$ cat src/sv/ipv6hp_pkg.sv
`timescale 1ns / 1ps
`default_nettype none
// ----------------------------------------------------------------------------
// IPv6 header parser package
// Shared types, constants and the next-header classifier for the parser.
// ----------------------------------------------------------------------------
package ipv6hp_pkg;

  // Fixed header geometry.
  localparam int HEADER_BYTES  = 40;
  localparam int ADDRESS_BYTES = 16;
  localparam int FIXED_BYTES   = HEADER_BYTES - 2 * ADDRESS_BYTES;
  localparam int WORD_BYTES    = ADDRESS_BYTES / 2;
  localparam int IDX_W         = 6;

  typedef logic [IDX_W-1:0] idx_t;

  // Byte positions where each header word ends.
  localparam idx_t IDX_FIXED_END  = idx_t'(FIXED_BYTES);
  localparam idx_t IDX_SRC_HI_END = idx_t'(FIXED_BYTES + WORD_BYTES);
  localparam idx_t IDX_SRC_LO_END = idx_t'(FIXED_BYTES + ADDRESS_BYTES);
  localparam idx_t IDX_DST_HI_END = idx_t'(FIXED_BYTES + ADDRESS_BYTES + WORD_BYTES);
  localparam idx_t IDX_HDR_END    = idx_t'(HEADER_BYTES);
  localparam idx_t IDX_HDR_LAST   = idx_t'(HEADER_BYTES - 1);

  localparam logic [3:0] IP_VERSION_6 = 4'd6;

  // Next header protocol numbers.
  localparam logic [7:0] NH_HOPOPT    = 8'd0;
  localparam logic [7:0] NH_ICMP      = 8'd1;
  localparam logic [7:0] NH_IPIP      = 8'd4;
  localparam logic [7:0] NH_TCP       = 8'd6;
  localparam logic [7:0] NH_UDP       = 8'd17;
  localparam logic [7:0] NH_ROUTING   = 8'd43;
  localparam logic [7:0] NH_FRAGMENT  = 8'd44;
  localparam logic [7:0] NH_ESP       = 8'd50;
  localparam logic [7:0] NH_AH        = 8'd51;
  localparam logic [7:0] NH_ICMPV6    = 8'd58;
  localparam logic [7:0] NH_DSTOPTS   = 8'd60;

  typedef enum logic [1:0] {
    CLASS_UPPER = 2'd0,
    CLASS_EXT   = 2'd1,
    CLASS_OTHER = 2'd2
  } hdr_class_e;

  typedef struct packed {
    logic [7:0] data_byte;
    logic       last_byte;
  } in_item_t;

  typedef struct packed {
    logic        status;
    logic [5:0]  dscp;
    logic [1:0]  ecn;
    logic [19:0] flow_label;
    logic [15:0] payload_length;
    logic [7:0]  next_header;
    logic [7:0]  hops_left;
    logic [63:0] source_high;
    logic [63:0] source_low;
    logic [63:0] destination_high;
    logic [63:0] destination_low;
    logic [1:0]  header_class;
  } out_item_t;

  // Header words as they stand after the current byte.
  typedef struct packed {
    logic [63:0] fixed;
    logic [63:0] src_hi;
    logic [63:0] src_lo;
    logic [63:0] dst_hi;
    logic [63:0] dst_lo;
  } hdr_words_t;

  // Control and status from the byte collector.
  typedef struct packed {
    logic emit_full;
    logic emit_short;
    logic reported;
    idx_t byte_idx;
  } coll_flags_t;

  function automatic hdr_class_e classify(input logic [7:0] nh);
    hdr_class_e c;
    case (nh)
      NH_ICMP, NH_TCP, NH_UDP, NH_ICMPV6: c = CLASS_UPPER;
      NH_HOPOPT, NH_IPIP, NH_ROUTING, NH_FRAGMENT,
      NH_ESP, NH_AH, NH_DSTOPTS:          c = CLASS_EXT;
      default:                            c = CLASS_OTHER;
    endcase
    return c;
  endfunction

endpackage
`default_nettype wire

$ cat src/sv/ipv6hp_stream_if.sv
`timescale 1ns / 1ps
`default_nettype none
// ----------------------------------------------------------------------------
// IPv6 header parser stream interface
// Valid/ready channel that carries one item of the given payload type.
// ----------------------------------------------------------------------------
interface ipv6hp_stream_if #(
  parameter type payload_t = logic
);
  logic     valid;
  logic     ready;
  payload_t payload;

  modport source (output valid, output payload, input ready);
  modport sink   (input valid, input payload, output ready);
endinterface
`default_nettype wire

$ cat src/sv/ipv6hp_collector.sv
`timescale 1ns / 1ps
`default_nettype none
// ----------------------------------------------------------------------------
// IPv6 header byte collector
// Counts packet bytes and shifts the 40 header bytes into five 64-bit words.
// ----------------------------------------------------------------------------
module ipv6hp_collector import ipv6hp_pkg::*; (
  input  logic        clk_i,
  input  logic        rst_ni,
  input  logic        take_i,
  input  logic [7:0]  data_i,
  input  logic        last_i,
  output hdr_words_t  words_o,
  output coll_flags_t flags_o
);

  idx_t       idx_q, idx_d;
  logic       rep_q, rep_d;
  hdr_words_t words_q, words_d;

  // Next words with the current byte shifted into the word it belongs to.
  always_comb begin
    words_d = words_q;
    if (!rep_q) begin
      if (idx_q < IDX_FIXED_END) begin
        words_d.fixed = {words_q.fixed[55:0], data_i};
      end else if (idx_q < IDX_SRC_HI_END) begin
        words_d.src_hi = {words_q.src_hi[55:0], data_i};
      end else if (idx_q < IDX_SRC_LO_END) begin
        words_d.src_lo = {words_q.src_lo[55:0], data_i};
      end else if (idx_q < IDX_DST_HI_END) begin
        words_d.dst_hi = {words_q.dst_hi[55:0], data_i};
      end else if (idx_q < IDX_HDR_END) begin
        words_d.dst_lo = {words_q.dst_lo[55:0], data_i};
      end
    end
  end

  always_comb begin
    idx_d = idx_q;
    rep_d = rep_q;
    if (!rep_q) begin
      if (idx_q < IDX_HDR_END) begin
        idx_d = idx_q + idx_t'(1);
      end
      if (idx_q == IDX_HDR_LAST) begin
        rep_d = 1'b1;
      end
    end
  end

  always_ff @(posedge clk_i or negedge rst_ni) begin
    if (!rst_ni) begin
      idx_q   <= '0;
      rep_q   <= 1'b0;
      words_q <= '0;
    end else if (take_i) begin
      if (last_i) begin
        idx_q   <= '0;
        rep_q   <= 1'b0;
        words_q <= '0;
      end else begin
        idx_q   <= idx_d;
        rep_q   <= rep_d;
        words_q <= words_d;
      end
    end
  end

  assign words_o            = words_d;
  assign flags_o.emit_full  = !rep_q && (idx_q == IDX_HDR_LAST);
  assign flags_o.emit_short = !rep_q && last_i && (idx_q != IDX_HDR_LAST);
  assign flags_o.reported   = rep_q;
  assign flags_o.byte_idx   = idx_q;

endmodule
`default_nettype wire

$ cat src/sv/ipv6hp_decode.sv
`timescale 1ns / 1ps
`default_nettype none
// ----------------------------------------------------------------------------
// IPv6 header field decoder
// Splits the gathered header into result fields and checks its validity.
// ----------------------------------------------------------------------------
module ipv6hp_decode import ipv6hp_pkg::*; (
  input  hdr_words_t words_i,
  input  logic       short_i,
  output out_item_t  item_o
);

  logic [7:0]  b0;
  logic [7:0]  b1;
  logic [15:0] plen;
  logic [7:0]  nh;
  logic [7:0]  hop;
  logic        bad;

  assign b0   = words_i.fixed[63:56];
  assign b1   = words_i.fixed[55:48];
  assign plen = words_i.fixed[31:16];
  assign nh   = words_i.fixed[15:8];
  assign hop  = words_i.fixed[7:0];
  assign bad  = (b0[7:4] != IP_VERSION_6) || (plen == 16'd0) || (hop == 8'd0);

  // A packet that ends before the header is complete reports only the error.
  always_comb begin
    if (short_i) begin
      item_o        = '0;
      item_o.status = 1'b1;
    end else begin
      item_o.status           = bad;
      item_o.dscp             = {b0[3:0], b1[7:6]};
      item_o.ecn              = b1[5:4];
      item_o.flow_label       = {b1[3:0], words_i.fixed[47:32]};
      item_o.payload_length   = plen;
      item_o.next_header      = nh;
      item_o.hops_left        = hop;
      item_o.source_high      = words_i.src_hi;
      item_o.source_low       = words_i.src_lo;
      item_o.destination_high = words_i.dst_hi;
      item_o.destination_low  = words_i.dst_lo;
      item_o.header_class     = classify(nh);
    end
  end

endmodule
`default_nettype wire

$ cat src/sv/ipv6_header_parser_top.sv
`timescale 1ns / 1ps
`default_nettype none
// ----------------------------------------------------------------------------
// IPv6 fixed header parser
// Gathers the 40-byte IPv6 fixed header from a byte stream and reports it.
// ----------------------------------------------------------------------------
// The input channel in_i carries one packet byte per item together with a
// mark on the final byte of the packet. The output channel out_o carries one
// decoded header per packet: on the fortieth byte the full header is given,
// with status set when the version, payload length or hop limit is wrong. A
// packet that ends earlier gives one item with only the status bit set.
// Bytes after the header are dropped until the final byte arrives.
// Each byte passes an input register and then the collector; a result is
// written into the output register when its byte leaves the input register,
// and out_o offers it from that register. One byte is taken in every cycle
// while no result is stalled as told below; the rate is set by the
// single-byte datapath of the collector.
// Reset clears the collector, its header words and the valid flags of both channel registers.
// When the receiver stalls, bytes that cause no result keep flowing; only a
// byte that would produce a new result waits in the input register while
// the output register still holds an untaken item.
// ----------------------------------------------------------------------------
module ipv6_header_parser_top import ipv6hp_pkg::*; (
  input  logic           clk_i,
  input  logic           rst_ni,
  ipv6hp_stream_if.sink   in_i,
  ipv6hp_stream_if.source out_o
);

  // Input register.
  logic     in_vld_q;
  in_item_t in_q;

  // Output register.
  logic      out_vld_q, out_vld_d;
  out_item_t out_q;

  hdr_words_t  words;
  coll_flags_t flags;
  out_item_t   item;
  logic        emit;
  logic        take;

  // The byte in the input register moves on unless it would produce a
  // result that the full output register cannot take.
  assign emit      = flags.emit_full || flags.emit_short;
  assign take      = in_vld_q && (!emit || !out_vld_q || out_o.ready);
  assign in_i.ready = !in_vld_q || take;

  always_ff @(posedge clk_i or negedge rst_ni) begin
    if (!rst_ni) begin
      in_vld_q <= 1'b0;
    end else if (in_i.ready) begin
      in_vld_q <= in_i.valid;
    end
  end

  always_ff @(posedge clk_i) begin
    if (in_i.valid && in_i.ready) begin
      in_q <= in_i.payload;
    end
  end

  ipv6hp_collector u_collector (
    .clk_i   (clk_i),
    .rst_ni  (rst_ni),
    .take_i  (take),
    .data_i  (in_q.data_byte),
    .last_i  (in_q.last_byte),
    .words_o (words),
    .flags_o (flags)
  );

  ipv6hp_decode u_decode (
    .words_i (words),
    .short_i (flags.emit_short),
    .item_o  (item)
  );

  always_comb begin
    if (take && emit) begin
      out_vld_d = 1'b1;
    end else if (out_o.ready) begin
      out_vld_d = 1'b0;
    end else begin
      out_vld_d = out_vld_q;
    end
  end

  always_ff @(posedge clk_i or negedge rst_ni) begin
    if (!rst_ni) begin
      out_vld_q <= 1'b0;
    end else begin
      out_vld_q <= out_vld_d;
    end
  end

  always_ff @(posedge clk_i) begin
    if (take && emit) begin
      out_q <= item;
    end
  end

  assign out_o.valid   = out_vld_q;
  assign out_o.payload = out_q;

  // A new result never overwrites one that is still waiting.
  a_no_overwrite: assert property (@(posedge clk_i) disable iff (!rst_ni)
    (out_vld_q && !out_o.ready) |-> !(take && emit))
    else $error("result register overwritten while stalled");

  // Once the header has been reported the index rests at the header length.
  a_reported_idx: assert property (@(posedge clk_i) disable iff (!rst_ni)
    flags.reported |-> (flags.byte_idx == IDX_HDR_END))
    else $error("header reported with wrong byte index");

  // The final byte of a packet returns the collector to its start.
  a_last_clears: assert property (@(posedge clk_i) disable iff (!rst_ni)
    (take && in_q.last_byte) |=> (flags.byte_idx == '0 && !flags.reported))
    else $error("collector not cleared after final byte");

  // Full and short results are mutually exclusive.
  a_emit_excl: assert property (@(posedge clk_i) disable iff (!rst_ni)
    !(flags.emit_full && flags.emit_short))
    else $error("full and short result at once");

endmodule
`default_nettype wire
$ cat src/flat_wrapper.sv
// flat-port wrapper written by rule: the top's interface ports become plain ports
module ipv6_header_parser_top_flat import ipv6hp_pkg::*;
  (clk_i, rst_ni, in_i_valid, in_i_payload, in_i_ready, out_o_valid, out_o_payload, out_o_ready);
  ipv6hp_stream_if in_i_i ();
  ipv6hp_stream_if out_o_i ();
  input  logic clk_i;
  input  logic rst_ni;
  input wire logic [$bits(in_i_i.valid)-1:0] in_i_valid;
  input wire logic [$bits(in_i_i.payload)-1:0] in_i_payload;
  output wire logic [$bits(in_i_i.ready)-1:0] in_i_ready;
  output wire logic [$bits(out_o_i.valid)-1:0] out_o_valid;
  output wire logic [$bits(out_o_i.payload)-1:0] out_o_payload;
  input wire logic [$bits(out_o_i.ready)-1:0] out_o_ready;
  assign in_i_i.valid = in_i_valid;
  assign in_i_i.payload = in_i_payload;
  assign in_i_ready = in_i_i.ready;
  assign out_o_valid = out_o_i.valid;
  assign out_o_payload = out_o_i.payload;
  assign out_o_i.ready = out_o_ready;
  ipv6_header_parser_top u_core (.clk_i(clk_i), .rst_ni(rst_ni), .in_i(in_i_i), .out_o(out_o_i));
endmodule
$ cat config.mk
export PLATFORM = sky130hd
export DESIGN_NAME = ipv6_header_parser_top_flat
export DESIGN_NICKNAME = d
export VERILOG_FILES = /design/src/sv/ipv6hp_pkg.sv /design/src/sv/ipv6hp_stream_if.sv /design/src/sv/ipv6hp_collector.sv /design/src/sv/ipv6hp_decode.sv /design/src/sv/ipv6_header_parser_top.sv /design/src/flat_wrapper.sv
export SDC_FILE = /design/constraint.sdc
export NUM_CORES = 1
export LEC_CHECK = 0
export BUFFER_PORTS_ARGS = -buffer_cell sky130_fd_sc_hd__buf_2
export CAP_MARGIN = 0
export CORE_ASPECT_RATIO = 0.6
export CORE_UTILIZATION = 25
export CTS_BUF_LIST = sky130_fd_sc_hd__clkbuf_4
export DETAILED_ROUTE_END_ITERATION = 8
export GPL_TIMING_DRIVEN = 0
export HOLD_SLACK_MARGIN = 0.15
export SLEW_MARGIN = 20
export SYNTH_ARGS = -nofsm -noshare
export SYNTH_HDL_FRONTEND = slang
export SYNTH_HIERARCHICAL = 1
export SYNTH_SLANG_ARGS = --single-unit
$ cat constraint.sdc
create_clock -name clk_i -period 3.92 [get_ports clk_i]
set_input_delay 0.392 -clock clk_i [delete_from_list [all_inputs] [get_ports clk_i]]
set_output_delay 0.392 -clock clk_i [all_outputs]
set_load 0.03 [all_outputs]
==> flow_summary.yaml, run 1 <==
cts:
  clk_pin_slew_worst_paths_ps: 140
  numCtsBuffers: 3
  clock_latency_ps: 330
  cts_repair_resize_count: 0
  cts.sinks: 27
  clockBufferDepth: 2
  cts_tree: "done"
  clock-root-buffer: "clkbuf_4"
  htree_levels: 1
floorplanning:
  ios: 8
  rows: 23
  die_w_um: 111.8
  start_util: 0.2649
  design.core.area_sq_um: 6820
  dieArea_sq_um: 7582
  die_h_um: 67.85
power_and_ir_drop:
  leakage_nw: 0.8690
  p_switching_w: 0.0002263
  switching_share: 0.3369
  pwr-share-clk: 0.194
  combPwrFrac: 0.293
  power_density_nw_per_um2: 332.6
  p_total_w: 0.0006717
  vdd_drop_max_uv: 123.5
  sequentialPowerShare: 0.512
  cellInternalPower_w: 0.0004454
drt:
  post_drt_wl_per_cell_um: 12.40
  viasPerCell: 4.538
  drc_errors: 2
  drt_iter0_drc: 143
  finalWirelength_um: 3969
  vias: 1452
  drtAntennaViolNets: 0
  drt_pre_antenna_iters: 6
critical_path:
  path_common_cell: "buf_2"
  critPathArrivalTime_ps: 2860
  slowest_stage: "dfrtp_1"
  endpoint_kind: "register"
  worstSetupPathType: "register to register"
  path_depth: 11
  worstPathRequired_ps: 4030
  path_buf_inv: 4
  crit_chain: "buf_2, nor4_2, buf_2, buf_2, buf_2, nand2_1, o21ai_0, and3b_1, o2111ai_2, o311ai_2, nor2b_1"
  path_max_fanout: 9
  start_kind: "register"
  crit_family: "buffers and inverters"
  worst-r2r-cell-count: 11
  cp_slowest_stage_delay_ps: 430
status:
  violations: "design-rule violations"
  outcome: "finished, violations left"
layout:
  drive_above_1_share: 0.1897
  stdcell_area_sq_um: 2019
  syn_to_final_growth_pct: 11.77
  layout.nets: 239
  finalNonFillerCells: 320
sta:
  max_freq_mhz: 363.4
  skew_ps: 4.085
  report.final.slew_viol_count: 0
  fin_crit_ps: 2752
  worstMarginPinSlew_ps: 597.7
  hold_viol: 0
  worst_slew_margin_rel: 0.6015
  rsz0062_at_grt: "false"
  finalSetupTns_ps: 0
  finalCritPeriodShare: 0.7020
  finalSetupViolCount: 0
grt:
  grt_pass1_vias: 1286
  grt_pass1_wl_um: 6699
  grtUsageTotal: 0.1149
  grt_max_degree: 26
  antenna_found_initial: 0
  gr-total-overflow: 0
place:
  dp_hpwl_um: 3016
  gp_congestion: 0.8004
  port_buffers: 7
  placed_cell_area_sq_um: 1977
  place_inst: 314
yosys:
  ys_warn_count: 6
  synth_area_per_cell_sq_um: 8.482
  synth_area_sq_um: 1807
  synthCells: 213
flow_run:
  cap_violations: 0
hold_path:
  min_path_cells: 1
  holdCritPathClass: "input port to register"
[layout by cell type, fill, tap and decap left out, types with 2 or more instances in the layout]
cell      count
conb_1        8
buf_2        21
buf_4         2
nor2b_1       2
inv_1        23
o21ai_0       9
a21oi_1       3
clkbuf_1     21
edfxtp_1      2
and2_1       10
nand4_1       2
mux2_2        8
a311oi_1      2
o22ai_1      16
clkbuf_4      4
a31oi_1       2
o311ai_0      3
a41oi_1       2
o21a_1        3
mux2i_1       8
dfrtp_1      25
nand2b_1      2
nor2_1        8
nand2_1      23
[stage by stage]
stage                 util  setup WS [ps]  hold WS [ps]
floorplan                -           1557         96.41
global placement    0.2899           1256         438.5
detailed placement  0.2899           1237         449.5
CTS                 0.2957           1201         211.2
global route        0.2957          903.3         187.2
finish              0.2961           1168         227.3
[layer usage]
layer  vias to the layer above  global-route usage  part of all wire
met5                         -                   0                 0
met1                       677              0.1822              0.58
met2                        30              0.1522              0.37
met3                         2             0.03189             0.043
li1                        743                   -                 -
met4                         0             0.01014            0.0025
[what timing repair did]
item	in CTS	in global routing
setup buffers	0	0
hold buffers	1	0
hold endpoints to repair	25	0
[registers in the layout, summed over array words and instances, names as in the netlist]
signal / cells
u_core/out_o.payload: 1
u_core/in_vld_q: 1
u_core/in_q: 1
u_core/u_collector/idx_q: 6
u_core/u_collector/rep_q: 1
u_core/u_collector/words_q: 16
u_core/out_o.valid: 1
[power by group through the flow]
stage                     Sequential [W]  Clock (W)  Combinational, W
after global placement          0.000349          0          0.000191
after detailed placement        0.000350          0          0.000195
after CTS                       0.000344   0.000140          0.000196
after global routing            0.000350   0.000155          0.000222
after floorplan                 0.000345          0          0.000148
final                           0.000344   0.000130          0.000197
[final cells by class]
cell class	instances	area, sq um
fill	717	4801
multi-input combinational	132	893.4
sequential	27	685.7
buffer	38	167.7
tap	87	108.9
inverter	23	86.33
timing repair buffer	8	45.04
clock buffer	4	30.03
antenna	1	2.502
[worst paths after layout]
path | start | endpoint | slack [ps]
setup / recovery | u_core/u_collector/idx_q[3] | u_core/out_o.payload | 1170
hold / removal | in_i_payload | u_core/in_q[0] | 230
setup reg to reg | u_core/u_collector/idx_q[3] | u_core/out_o.payload | 1170
hold reg to reg | u_core/in_vld_q | u_core/out_o.valid | 570
max in group asynchronous | rst_ni | u_core/u_collector/words_q[267] | 2950
min in group asynchronous | rst_ni | u_core/u_collector/words_q[264] | 580
No activity file was read; power rests on OpenSTA's default activity.
==> inputs of run 2 (changes only) <==
==> constraint.sdc (replaced) <==
create_clock -name clk_i -period 2.7 [get_ports clk_i]
set_input_delay 0.27 -clock clk_i [delete_from_list [all_inputs] [get_ports clk_i]]
set_output_delay 0.27 -clock clk_i [all_outputs]
set_load 0.03 [all_outputs]
==> run 2 against run 1 <==
- critical endpoint unchanged
- final area rose by 2.8%
- sequential power is 45% higher
- clock power rose by 46%
- via count grew 1.3%
- combinational power is 52% higher
- routed wire length rose by 1.6%
- the flow still finishes with violations (design-rule violations)
- worst setup slack worse by 1000 ps
- non-clock buffer count increased by 2
- first-iteration DRC count up 3.5%
- core utilization is 0.84 points higher
- clock skew hardly changed
==> flow_summary.yaml, run 2 (same netlist as run 1, synthesis figures left out) <==
hold_path:
  hp-start: "out_o_ready"
  min_path_cells: 3
  holdCritPathClass: "input port to register"
  hold-path-endpoint: "u_core/out_o.valid"
status:
  outcome: "finished, violations left"
  violations: "design-rule violations"
sta:
  finalSetupViolCount: 0
  report.final.slew_viol_count: 0
  finalSetupTns_ps: 0
  fin_crit_ps: 2554
  worst_slew_margin_rel: 0.6028
  worstMarginPinSlew_ps: 595.8
  hold_viol: 0
  max_freq_mhz: 391.5
  skew_ps: 4.164
  finalCritPeriodShare: 0.9461
  rsz0062_at_grt: "false"
power_and_ir_drop:
  vdd_drop_max_uv: 179.6
  power_density_nw_per_um2: 476.6
  p_total_w: 0.0009899
  leakage_nw: 0.8989
layout:
  multi_input_area_sq_um: 917.1
  finalNonFillerCells: 322
  fin_util: 0.3045
  largest_reg_flops: 16
  drive_above_1_share: 0.2094
  n_fill_cell: 710
  ff_latch_area_sq_um: 685.7
  layout.nets: 241
  top_regs: "u_core/u_collector/words_q x16, u_core/u_collector/idx_q x6"
  syn_to_final_growth_pct: 14.96
  layout_common_cells: "dfrtp_1, nand2_1, inv_1"
  largest-register: "u_core/u_collector/words_q"
  mostFrequentLayoutCell: "dfrtp_1"
grt:
  grt_max_degree: 26
  grt_pass1_vias: 1283
  antenna_found_initial: 0
  grt_pass1_wl_um: 6693
  gr-total-overflow: 0
  grtUsageTotal: 0.1151
cts:
  cts.sinks: 27
  numCtsBuffers: 3
  clockBufferDepth: 2
  clock-root-buffer: "clkbuf_4"
  htree_levels: 1
  clk_pin_slew_worst_paths_ps: 140
  clock_latency_ps: 330
  cts_tree: "done"
drt:
  vias: 1471
  drt_iter0_drc: 148
  drtAntennaViolNets: 0
  finalWirelength_um: 4033
  viasPerCell: 4.568
  drt_pre_antenna_iters: 6
  drc_errors: 2
  post_drt_wl_per_cell_um: 12.52
critical_path:
  worst-r2r-cell-count: 10
  rr_endpoint: "u_core/out_o.payload"
  critPathArrivalTime_ps: 2750
  worstSetupPathType: "register to register"
  path_max_fanout: 9
  worstPathRequired_ps: 2900
  start_kind: "register"
  r2r-start: "u_core/u_collector/idx_q[3]"
  r2r_slack_ps: 150
  endpoint_kind: "register"
floorplanning:
  die_h_um: 67.85
  die_w_um: 111.8
  start_util: 0.2649
  ios: 8
  design.core.area_sq_um: 6820
  dieArea_sq_um: 7582
  rows: 23
place:
  gp_congestion: 0.8004
  port_buffers: 7
  dp_hpwl_um: 3016
  place_inst: 314
flow_run:
  cap_violations: 0
[run 2: worst max-delay path by stage]
stage                           startpoint  slack, ps                           to
2_1_floorplan  u_core/u_collector/idx_q[4]        340         u_core/out_o.payload
3_3_place_gp   u_core/u_collector/idx_q[3]         40         u_core/out_o.payload
3_5_place_dp   u_core/u_collector/idx_q[4]         20         u_core/out_o.payload
4_1_cts        u_core/u_collector/idx_q[4]         30         u_core/out_o.payload
5_1_grt        u_core/u_collector/idx_q[0]          5  u_core/u_collector/idx_q[2]
6_report       u_core/u_collector/idx_q[3]        150         u_core/out_o.payload
[run 2: worst max-delay path, cell delays in order (launching register included)]
cell and delay, ps:
dfrtp_1 430, buf_2 200, nor4_4 330, buf_6 180
buf_2 130, buf_2 160, o21ai_0 220, nor3b_2 230
a31oi_1 70, o311ai_2 310, nor2b_1 180
[run 2: layout make-up]
cell class,instances,share of cell area
timing repair buffer,11,0.03494
buffer,37,0.08374
sequential,27,0.3301
antenna,1,0.001205
multi-input combinational,132,0.4416
tap,87,0.05241
clock buffer,4,0.01446
inverter,23,0.04157
[run 2: per-stage QoR]
stage	instance area, sq um	setup slack (ps)	hold WS, ps
floorplan	1833	336.8	-25.59
global placement	1977	36.17	316.5
CTS	2046	25.47	221.2
finish	2077	145.6	231.4
global route	2074	5.184	214.9
detailed placement	1977	17.34	327.5
[run 2: power by group]
part	total, W	switching [W]	internal, W
Clock	0.000190	0.000122	0.0000680
Combinational	0.000300	0.000172	0.000128
Sequential	0.000500	0.0000416	0.000459
[run 2: what timing repair did]
action | in CTS | in global routing
resized for setup | 2 | 9
gates cloned | 0 | 0
setup endpoints to repair | 2 | 10
hold endpoints to repair | 27 | 0
hold buffers | 3 | 0
buffers inserted | 0 | 1
pin swaps | 0 | 1
[run 2: per-layer routing]
layer	GRT usage	wire length (um)
met4	0.01014	0
met1	0.1833	2345
met3	0.03189	149
met5	0	0
met2	0.1514	1538
